File: src/sv/keyboard_mouse_packet_decoder_unit_macros.svh
// Assertion macros for the keyboard/mouse packet decoder.
// Included by the top level; no other dependencies.
`ifndef KEYBOARD_MOUSE_PACKET_DECODER_UNIT_MACROS_SVH
`define KEYBOARD_MOUSE_PACKET_DECODER_UNIT_MACROS_SVH

`ifndef NO_ASSERTIONS

// Same-cycle implication, off during reset
`define KMPD_ASSERT_NOW(label, clk, rst, ante, cons) \
  label: assert property (@(posedge clk) disable iff (rst) (ante) |-> (cons)) \
    else $error("kmpd: same-cycle check failed");

// Next-cycle implication, off during reset
`define KMPD_ASSERT_NEXT(label, clk, rst, ante, cons) \
  label: assert property (@(posedge clk) disable iff (rst) (ante) |=> (cons)) \
    else $error("kmpd: next-cycle check failed");

`else

`define KMPD_ASSERT_NOW(label, clk, rst, ante, cons)
`define KMPD_ASSERT_NEXT(label, clk, rst, ante, cons)

`endif

`endif

File: src/sv/kmpd_pkg.sv
// Shared types and constants for the keyboard/mouse packet decoder.
// No dependencies; imported by every module of the block.
package kmpd_pkg;

  // Fixed field widths
  localparam int LIMIT_W   = 10;
  localparam int CURSOR_W  = 10;
  localparam int KEY_W     = 7;
  localparam int CLICK_W   = 2;

  // Default cursor register width
  localparam int COORD_WIDTH_DEF = 10;

  // Item opcodes
  localparam logic OP_RX     = 1'b0;
  localparam logic OP_UPDATE = 1'b1;

  // Link byte codes
  localparam logic [7:0] HDR_MIN     = 8'hF8;
  localparam logic [7:0] BYTE_MAX    = 8'hFF;
  localparam logic [7:0] BTN_NONE    = 8'hF8;
  localparam logic [7:0] BTN_FIRST   = 8'hF9;
  localparam logic [7:0] BTN_SECOND  = 8'hFA;

  // Click codes
  localparam logic [CLICK_W-1:0] CLICK_NONE   = 2'd0;
  localparam logic [CLICK_W-1:0] CLICK_FIRST  = 2'd1;
  localparam logic [CLICK_W-1:0] CLICK_SECOND = 2'd2;

  // Configuration register indexes
  localparam logic CFG_X_LIMIT = 1'b0;
  localparam logic CFG_Y_LIMIT = 1'b1;

  // Reset values
  localparam logic [LIMIT_W-1:0] X_LIMIT_RESET = 10'd628;
  localparam logic [LIMIT_W-1:0] Y_LIMIT_RESET = 10'd378;
  localparam int POS_X_RESET = 320;
  localparam int POS_Y_RESET = 200;

  typedef struct packed {
    logic       op;
    logic [7:0] rx_byte;
  } in_item_t;

  typedef struct packed {
    logic                key_valid;
    logic [KEY_W-1:0]    key_code;
    logic [CURSOR_W-1:0] cursor_x;
    logic [CURSOR_W-1:0] cursor_y;
    logic [CLICK_W-1:0]  click;
  } out_item_t;

  typedef struct packed {
    logic [LIMIT_W-1:0] x_limit;
    logic [LIMIT_W-1:0] y_limit;
  } limits_t;

endpackage

File: src/sv/kmpd_clamp.sv
// One cursor axis: signed 8-bit delta add, clamp to 0..limit.
// Depends on kmpd_pkg.
module kmpd_clamp #(
  parameter int COORD_WIDTH = kmpd_pkg::COORD_WIDTH_DEF
) (
  input  logic [COORD_WIDTH-1:0]       pos,
  input  logic [7:0]                   delta,
  input  logic [kmpd_pkg::LIMIT_W-1:0] limit,
  output logic [COORD_WIDTH-1:0]       pos_next
);
  import kmpd_pkg::*;

  // Working width: covers the wider of coordinate and limit, plus carry and sign
  localparam int EW = ((COORD_WIDTH > LIMIT_W) ? COORD_WIDTH : LIMIT_W) + 2;
  localparam logic [EW-1:0] COORD_MAX_E = {{(EW-COORD_WIDTH){1'b0}}, {COORD_WIDTH{1'b1}}};

  logic signed [EW-1:0] pos_e;
  logic signed [EW-1:0] delta_e;
  logic signed [EW-1:0] sum;
  logic signed [EW-1:0] lim_e;
  logic [EW-1:0]        limit_u;
  logic [EW-1:0]        res;

  always_comb begin
    pos_e   = signed'({{(EW-COORD_WIDTH){1'b0}}, pos});
    delta_e = signed'({{(EW-8){delta[7]}}, delta});
    sum     = pos_e + delta_e;
    limit_u = {{(EW-LIMIT_W){1'b0}}, limit};
    // limit saturates at what the coordinate register holds
    lim_e   = signed'((limit_u > COORD_MAX_E) ? COORD_MAX_E : limit_u);
    if (sum < 0) begin
      res = '0;
    end else if (sum > lim_e) begin
      res = unsigned'(lim_e);
    end else begin
      res = unsigned'(sum);
    end
    pos_next = res[COORD_WIDTH-1:0];
  end

endmodule

File: src/sv/kmpd_core.sv
// Decoder state and single-pass step logic: packet phase, deltas, cursor, click.
// Depends on kmpd_pkg and kmpd_clamp.
module kmpd_core #(
  parameter int COORD_WIDTH = kmpd_pkg::COORD_WIDTH_DEF
) (
  input  logic                clk,
  input  logic                rst,
  input  logic                step_en,
  input  kmpd_pkg::in_item_t  item,
  input  kmpd_pkg::limits_t   limits,
  output kmpd_pkg::out_item_t result
);
  import kmpd_pkg::*;

  localparam logic [1:0] PHASE_IDLE = 2'd0;
  localparam logic [1:0] PHASE_DX   = 2'd1;
  localparam logic [1:0] PHASE_DY   = 2'd2;

  localparam int CMAX = (1 << COORD_WIDTH) - 1;
  localparam logic [COORD_WIDTH-1:0] POS_X_INIT =
    COORD_WIDTH'((POS_X_RESET > CMAX) ? CMAX : POS_X_RESET);
  localparam logic [COORD_WIDTH-1:0] POS_Y_INIT =
    COORD_WIDTH'((POS_Y_RESET > CMAX) ? CMAX : POS_Y_RESET);

  logic [1:0]             packet_phase, packet_phase_next;
  logic [7:0]             button_byte, button_byte_next;
  logic [7:0]             delta_x, delta_x_next;
  logic [7:0]             delta_y, delta_y_next;
  logic [COORD_WIDTH-1:0] pos_x, pos_x_next;
  logic [COORD_WIDTH-1:0] pos_y, pos_y_next;
  logic [CLICK_W-1:0]     click_code, click_code_next;
  logic [COORD_WIDTH-1:0] moved_x, moved_y;
  logic                   kv;
  logic [KEY_W-1:0]       kc;
  logic [CURSOR_W+COORD_WIDTH-1:0] out_x_wide, out_y_wide;

  kmpd_clamp #(.COORD_WIDTH(COORD_WIDTH)) u_clamp_x (
    .pos(pos_x), .delta(delta_x), .limit(limits.x_limit), .pos_next(moved_x)
  );

  kmpd_clamp #(.COORD_WIDTH(COORD_WIDTH)) u_clamp_y (
    .pos(pos_y), .delta(delta_y), .limit(limits.y_limit), .pos_next(moved_y)
  );

  always_comb begin
    packet_phase_next = packet_phase;
    button_byte_next  = button_byte;
    delta_x_next      = delta_x;
    delta_y_next      = delta_y;
    pos_x_next        = pos_x;
    pos_y_next        = pos_y;
    click_code_next   = click_code;
    kv                = 1'b0;
    kc                = '0;
    if (step_en) begin
      case (item.op)
        OP_RX: begin
          case (packet_phase)
            PHASE_IDLE: begin
              if (item.rx_byte inside {[HDR_MIN:BYTE_MAX]}) begin
                button_byte_next  = item.rx_byte;
                packet_phase_next = PHASE_DX;
              end else if (!item.rx_byte[7]) begin
                kv = 1'b1;
                kc = item.rx_byte[KEY_W-1:0];
              end
            end
            PHASE_DX: begin
              delta_x_next      = item.rx_byte;
              packet_phase_next = PHASE_DY;
            end
            PHASE_DY: begin
              delta_y_next      = item.rx_byte;
              packet_phase_next = PHASE_IDLE;
            end
            default: begin
              packet_phase_next = PHASE_IDLE;
            end
          endcase
        end
        OP_UPDATE: begin
          pos_x_next   = moved_x;
          pos_y_next   = moved_y;
          delta_x_next = '0;
          delta_y_next = '0;
          case (button_byte)
            BTN_NONE:   click_code_next = CLICK_NONE;
            BTN_FIRST:  click_code_next = CLICK_FIRST;
            BTN_SECOND: click_code_next = CLICK_SECOND;
            default:    click_code_next = click_code;
          endcase
        end
        default: begin
          packet_phase_next = packet_phase;
        end
      endcase
    end

    // result shows the state after this step; cursor masked to output width
    out_x_wide       = {{CURSOR_W{1'b0}}, pos_x_next};
    out_y_wide       = {{CURSOR_W{1'b0}}, pos_y_next};
    result.key_valid = kv;
    result.key_code  = kc;
    result.cursor_x  = out_x_wide[CURSOR_W-1:0];
    result.cursor_y  = out_y_wide[CURSOR_W-1:0];
    result.click     = click_code_next;
  end

  always_ff @(posedge clk) begin
    if (rst) begin
      packet_phase <= PHASE_IDLE;
      button_byte  <= BTN_NONE;
      delta_x      <= '0;
      delta_y      <= '0;
      pos_x        <= POS_X_INIT;
      pos_y        <= POS_Y_INIT;
      click_code   <= CLICK_NONE;
    end else begin
      packet_phase <= packet_phase_next;
      button_byte  <= button_byte_next;
      delta_x      <= delta_x_next;
      delta_y      <= delta_y_next;
      pos_x        <= pos_x_next;
      pos_y        <= pos_y_next;
      click_code   <= click_code_next;
    end
  end

endmodule

File: src/sv/keyboard_mouse_packet_decoder_unit.sv
// Top level of the keyboard/mouse packet decoder: input register, step core,
// result register, limit registers. Depends on kmpd_pkg, kmpd_core and the macros header.
//
// Decodes bytes from a keyboard controller link into key press codes and a
// clamped mouse cursor. Every accepted input transfer yields exactly one result
// transfer. A link byte (op 0) of 0xF8..0xFF in the idle phase opens a relative
// mouse packet; the next two bytes are the signed X and Y deltas. Idle bytes
// below 0x80 come out as key presses with key_valid set; other idle bytes are
// dropped (result still issued, key_valid low). An update (op 1) adds the stored
// deltas to the cursor, clamps each axis to 0..limit, clears the deltas and maps
// the last button byte to a click code. Every result carries the cursor and
// click as they stand after that item. Throughput is one item per clock while
// out_ready keeps the result register draining; an item waits in the input
// register and is computed on its way into the result register.
// The input register and result register let a new item be taken while a result
// waits on out_ready. The x_limit/y_limit registers (index 0 and 1) are written
// through the cfg port, which is always ready; write them only while idle.
`include "keyboard_mouse_packet_decoder_unit_macros.svh"

module keyboard_mouse_packet_decoder_unit #(
  parameter int COORD_WIDTH = kmpd_pkg::COORD_WIDTH_DEF
) (
  input  logic                           clk,
  input  logic                           rst,
  // item input channel
  input  logic                           in_valid,
  output logic                           in_ready,
  input  kmpd_pkg::in_item_t             in_data,
  // result output channel
  output logic                           out_valid,
  input  logic                           out_ready,
  output kmpd_pkg::out_item_t            out_data,
  // configuration write channel
  input  logic                           cfg_valid,
  output logic                           cfg_ready,
  input  logic                           cfg_index,
  input  logic [kmpd_pkg::LIMIT_W-1:0]   cfg_data
);
  import kmpd_pkg::*;

  // input register
  logic      s1_valid;
  in_item_t  s1_item;
  logic      s1_adv;

  limits_t   limits;
  out_item_t step_result;

  // The item in the input register moves on when the result slot is free
  // or is being emptied this cycle.
  assign s1_adv    = s1_valid && (!out_valid || out_ready);
  assign in_ready  = !s1_valid || s1_adv;
  assign cfg_ready = 1'b1;

  always_ff @(posedge clk) begin
    if (rst) begin
      s1_valid <= 1'b0;
    end else if (in_ready) begin
      s1_valid <= in_valid;
    end
  end

  always_ff @(posedge clk) begin
    if (in_valid && in_ready) begin
      s1_item <= in_data;
    end
  end

  // limit registers
  always_ff @(posedge clk) begin
    if (rst) begin
      limits.x_limit <= X_LIMIT_RESET;
      limits.y_limit <= Y_LIMIT_RESET;
    end else if (cfg_valid && cfg_ready) begin
      case (cfg_index)
        CFG_X_LIMIT: limits.x_limit <= cfg_data;
        CFG_Y_LIMIT: limits.y_limit <= cfg_data;
        default:     limits.x_limit <= limits.x_limit;
      endcase
    end
  end

  // state update happens exactly once per item, on the transfer into the result slot
  kmpd_core #(.COORD_WIDTH(COORD_WIDTH)) u_core (
    .clk     (clk),
    .rst     (rst),
    .step_en (s1_adv),
    .item    (s1_item),
    .limits  (limits),
    .result  (step_result)
  );

  // result register
  always_ff @(posedge clk) begin
    if (rst) begin
      out_valid <= 1'b0;
    end else if (s1_adv) begin
      out_valid <= 1'b1;
    end else if (out_ready) begin
      out_valid <= 1'b0;
    end
  end

  always_ff @(posedge clk) begin
    if (s1_adv) begin
      out_data <= step_result;
    end
  end

  // an item leaving the input register always lands in the result slot
  `KMPD_ASSERT_NEXT(a_adv_lands, clk, rst, s1_adv, out_valid)

  // after an update the cursor sits within the programmed limits
  `KMPD_ASSERT_NEXT(a_x_in_limit, clk, rst, s1_adv && (s1_item.op == OP_UPDATE) && !cfg_valid, out_data.cursor_x <= limits.x_limit)

  `KMPD_ASSERT_NEXT(a_y_in_limit, clk, rst, s1_adv && (s1_item.op == OP_UPDATE) && !cfg_valid, out_data.cursor_y <= limits.y_limit)

  // a key code only ever accompanies key_valid
  `KMPD_ASSERT_NOW(a_key_code_zero, clk, rst, out_valid && !out_data.key_valid, out_data.key_code == '0)

endmodule
File: config.mk
export PLATFORM = sky130hd
export DESIGN_NAME = keyboard_mouse_packet_decoder_unit
export DESIGN_NICKNAME = d
export VERILOG_FILES = /design/src/sv/kmpd_pkg.sv /design/src/sv/kmpd_clamp.sv /design/src/sv/kmpd_core.sv /design/src/sv/keyboard_mouse_packet_decoder_unit.sv
export VERILOG_INCLUDE_DIRS = /design/src /design/src/sv
export SDC_FILE = /design/constraint.sdc
export NUM_CORES = 1
export LEC_CHECK = 0
export ABC_AREA = 1
export BUFFER_PORTS_ARGS = -buffer_cell sky130_fd_sc_hd__buf_4
export CORE_ASPECT_RATIO = 2
export CORE_MARGIN = 3
export CORE_UTILIZATION = 36
export DETAILED_ROUTE_END_ITERATION = 8
export PLACE_DENSITY = 0.59
export SLEW_MARGIN = 0
export SYNTH_ARGS = -nofsm -noshare
export SYNTH_HDL_FRONTEND = slang
export SYNTH_SLANG_ARGS = --single-unit
File: constraint.sdc
create_clock -name clk -period 4.6 [get_ports clk]
set_input_delay 0.69 -clock clk [delete_from_list [all_inputs] [get_ports clk]]
set_output_delay 0.69 -clock clk [all_outputs]
set_load 0.01 [all_outputs]
== After elaboration in Yosys (flattened, before gate mapping) ==
Index checks and enable logic that the tools add are counted.
Word-level totals
  word-level logic and storage cells: 74
  bits in latches: 0
  memory bits (read-only): 0
  bits of input ports: 25
  register bits: 109
  memories kept: 0
  output and inout port bits: 33
  RAM bits: 0
Operators by class
  equality and inequality tests: 8
  div/mod/pow operators: 0
  bitwise logic cells: 3
  multiplexer cells: 20
  shift-type cells: 0
  order comparisons: 6
  add/subtract/negate cells: 2
  multiply operators: 0
  reduce and logical (&&, ||, !) cells: 17
Operators with widths (number)
  $mux W10: 8
  $pmux W8 S2: 2
  $add A11 B8 Y12: 2
  $eq A8 B8 Y1 const B: 3
  $gt A12 B11 Y1: 2
  $lt A12 B1 Y1 const B: 2
  $mux W8: 2
  $ge A8 B8 Y1 const B: 1
  $le A8 B8 Y1 const B: 1
  $reduce_and A2 Y1: 4
  $mux W2: 3
  $pmux W2 S3: 1
  $ne A2 B2 Y1 const B: 2
  $pmux W2 S2: 1
  $reduce_and A4 Y1: 1
  $reduce_or A4 Y1: 1
  $logic_and A1 B1 Y1: 3
  $mux W1: 3
  $not A1 Y1: 3
  $reduce_and A3 Y1: 1
  $reduce_or A3 Y1: 1
  $eq A2 B1 Y1 const B: 1
  $eq A2 B2 Y1 const B: 1
  $logic_not A1 Y1: 2
  4 further kinds: 5

== Depth between registers and ports, before layout ==
  depth after elaboration: 6
  gate-level depth with buffers: 19

== Modules after synthesis ==
Synthesis repeated with hierarchy kept, for this count alone.
Unflattened totals
  cells, all modules: 819
  area total of the unflattened synthesis: 6386.1 µm²
By module, submodules not included
  kmpd_clamp: cells each 190, instances 2, area an instance 1139.8 µm²
  keyboard_mouse_packet_decoder_unit: cells each 155, instances 1, area an instance 2078.2 µm²
  kmpd_core: cells each 284, instances 1, area an instance 2028.2 µm²

== Worst setup path before layout ==
Ideal clock, no wire load.
  path type: flip-flop to flip-flop
  start: reg u_core.pos_y[0]
  end: reg out_data[10] (netlist name) (data pin)
  arrival: 2.708 ns
  buffers on the path: 1
  stages on the path, launching flop included: 19
  slack: 1.637 ns
  required time: 4.345 ns
  period minus slack after synthesis: 2.963 ns
  cells stage by stage: dfxtp_1 > ha_1 > inv_1 > fa_1 > inv_1 > a31oi_1 > o21ai_0 > a31o_2 > xor2_1 > inv_1 > ha_1 > nand2_1 > o211ai_4 > inv_2 > nand2_2 > buf_6 > nand4_1 > nand3_1 > nand2_1
RTL lines
  from (decl): RTL line kmpd_core.sv:30  | logic [COORD_WIDTH-1:0] pos_y, pos_y_next;
  from (signal assigned): RTL line kmpd_core.sv:124  | pos_y <= pos_y_next;
  to (signal assigned): RTL line keyboard_mouse_packet_decoder_unit.sv:106  | out_data <= step_result;
  to (decl): RTL line keyboard_mouse_packet_decoder_unit.sv:32  | output kmpd_pkg::out_item_t out_data,

==> key figures <==
Synth
  • Ys flop type: dfxtp_1
  • Async set-reset flop share out of synthesis: 0
  • Seq cells post-synth: about 110
  • EDFF count, synth: 39
  • Yosys top cell by area: dfxtp_1
  • Post-synth top cells: 186 x nand2_1, 112 x inv_1, 70 x dfxtp_1
  • Share of the synthesized area in the top cell type: 0.239
  • Area contributors post-synth: dfxtp_1 24%, edfxtp_1 20%, nand2_1 12%
  • Mapped Cells: ~720
  • Post-Syn Nets: slightly below 800
  • Sequential element share of the synthesized area: 0.438
  • Most frequent cell after synthesis: nand2_1
  • Synth warn: 0
  • Syn Std Cell Area: about 0.006 mm2
  • Mean Syn Cell Area: ~8.1 um2
  • Netlist cell types: 38

Place
  • GPL Wtd Cong: approximately 0.86
  • Pre-CTS setup slack: 1.10 ns
  • Hpwl dp: between 10000 and 15000 um
  • Port Buffer Count: 56

Clock tree
  • Gates resized, CTS repair: 0
  • Cts hold-fix bufs: 0
  • Num CTS Buffers: 9
  • Clk buf depth: 2
  • Post-CTS Setup Inserts: 0
  • Worst skew pair latency: about 0.35 ns
  • Clock root cell: clkbuf_16
  • CTS tree: yes
  • Clock Sinks: about 110
  • H-tree depth: 3
  • Clock Pin Slew Worst Setup and Hold Paths: about 0.080 ns

Routing
  • # DRC: 0
  • Routed vias/inst: between 4 and 5
  • Max layer used: met4
  • Metal-1 WL: ~4900 um
  • Met2 WL: slightly above 8000 um
  • 1st-iter DRT viols: ~190
  • TritonRoute pass-1 iters: 4
  • Wire length per cell: 14.9 um
  • Post-route ant nets: 0
  • Total Routed Length: 14600 um
  • Met3 wire len: ~500 um
  • Vias post-DR: 4823

Global routing
  • First-pass GRT wire length: between 20000 and 25000 um
  • Initial antenna violation count: 0
  • Total global routing overflow: 0
  • Vias in the first global route: roughly 4900
  • Gr usage total: 0.173
  • Largest net degree at the start of global routing: 42

Critical path
  • CP required: roughly 4.7 ns
  • Reg2reg setup slack: roughly 1.1 ns
  • Sum of buffers and inverters on the critical path: 3
  • Delay-heaviest family, CP: adder cells
  • Critical Path Most Common Cell: nand2_1
  • Worst path max stage delay: 0.39 ns
  • Crit path capture type: flop
  • Worst path cell trace: ha_1, inv_1, fa_1, inv_1, a31oi_1, o21ai_0, xor2_1, ha_1, nand2_1, nor2_1, a211oi_1, o211ai_4, inv_2, nand2_2, nand3_4, nand2_1, nand3_1, nand2_1
  • WP data arrival: ~3.7 ns
  • CP startpoint: u_core.pos_y[0]
  • Crit Path Max Fanout: 11
  • Worst path slowest cell: fa_1
  • WS Path Type: reg -> reg
  • R2r startpoint: u_core.pos_y[0]
  • Worst setup SP type: flop

STA
  • Final Hold Fails: 0
  • Slew headroom: 0.367
  • Final setup vio count: 0
  • Post-route setup slack: ~1.1 ns
  • Least-Margin Pin Slew: approximately 0.95 ns
  • Skew final: between 0.009 and 0.01 ns
  • Final Max Slew Viols: 0
  • Final Cycle Share: 0.769
  • Minimum clock period: 3.54 ns
  • TNS Setup: 0 ns
  • FMAX: 283 MHz
  • Unrepaired setup endpoints after global routing: false

Outcome
  • Run status: finished clean

Floorplanning
  • DIE AREA: about 0.018 mm2
  • Core area: 0.0159 mm2
  • Die Width: roughly 96 um
  • Chip height: around 190 um
  • IO Pins: 58
  • Starting Density: 0.370
  • Cell Rows: 65

Job
  • Max-Cap Viols: 0

Power
  • IR drop worst, VDD: 0.000220 V
  • Power Density: 313 mW/mm2
  • Leak Pwr: approximately 3.3 nW

Hold path
  • Hold path start: u_core.button_byte[7]
  • Min-delay worst type: reg -> reg

Cells and area
  • Share of layout cells above drive strength 1: 0.138
  • Layout area overhead: 15.0%
  • Filler cell count in the final layout: about 1600
  • Nets: roughly 840
  • # diodes: 0
-- state kept, by name, indices dropped and copies added (netlist names) --
| name | flops |
|---|---|
| limits | 20 |
| out_data | 30 |
| out_valid | 1 |
| s1_item | 9 |
| s1_valid | 1 |
| u_core.button_byte | 8 |
| u_core.click_code | 2 |
| u_core.delta_x | 8 |
| u_core.delta_y | 8 |
| u_core.packet_phase | 2 |
| u_core.pos_x | 10 |
| u_core.pos_y | 10 |
-- tightest hold or removal path, stage by stage, from the launching register on --
cell     delay (ns)
dfxtp_1        0.31
inv_1          0.04
nand3_1        0.06
-- cell usage in the layout (no fill, tap or decap), types with 5 or more instances in the layout --
cell type / instances
clkbuf_16: 10
dfxtp_1: 70
ha_1: 42
nor2_1: 34
nand4_1: 25
nand3_2: 5
a21oi_1: 65
edfxtp_1: 39
nand2_2: 7
buf_4: 59
xor2_1: 9
o211ai_1: 11
xnor2_1: 7
o21bai_1: 5
a21oi_2: 5
o21ai_0: 16
nand2_1: 186
inv_1: 112
nand3_1: 36
-- cells by family after synthesis --
family                     count (synthesis)  synth area share
DFF                                      109             0.438
AOI/OAI and AO/OA                        111             0.112
adders and majority gates                 44            0.0964
and+or+nand+nor                          305             0.235
xor gates and xnor gates                  16            0.0239
buffers and inverters                    138            0.0945
other                                      1          0.000639
-- report_power, final --
| group | internal [mW] | switching, mW | leakage [nW] |
|---|---|---|---|
| sequential | 1.04 | 0.0190 | 0.938 |
| combinational | 0.0977 | 0.176 | 2.20 |
| clock | 0.409 | 0.372 | 0.152 |
| total | 1.55 | 0.567 | 3.29 |
-- per-layer routing --
layer | vias to the layer above | track usage
li1 | 2480 | -
met1 | 2211 | 0.167
met2 | 92 | 0.322
met3 | 40 | 0.0230
met4 | 0 | 0.113
met5 | - | 0
-- cell type report --
| type | count | area (um2) | area share |
|---|---|---|---|
| Clock buffer | 10 | 250 | 0.0371 |
| Timing Repair Buffer | 59 | 443 | 0.0657 |
| Inverter | 117 | 440 | 0.0653 |
| Tap cell | 201 | 251 | 0.0373 |
| Sequential cell | 109 | 2570 | 0.381 |
| Multi-Input combinational cell | 477 | 2740 | 0.406 |
| Clock inverter | 6 | 47.5 | 0.00705 |
-- stage by stage --
stage	instance area (um2)	hold slack, ns	instances	utilization	power (mW)
floorplan	5870	0.413	724	-	1.26
global placement	6450	0.425	963	0.407	1.36
detailed placement	6450	0.434	963	0.407	1.36
CTS	6750	0.453	979	0.425	2.14
global route	6750	0.487	979	0.425	2.21
finish	6750	0.449	979	0.425	2.11
-- worst paths after layout --
| kind | cells past startpoint | endpoint |
|---|---|---|
| setup / recovery | 18 | out_data[4] |
| hold reg to reg | 2 | u_core.button_byte[7] |
| hold / removal | 2 | u_core.button_byte[7] |
| setup reg to reg | 18 | out_data[4] |
(Power assumes the default switching activity.)
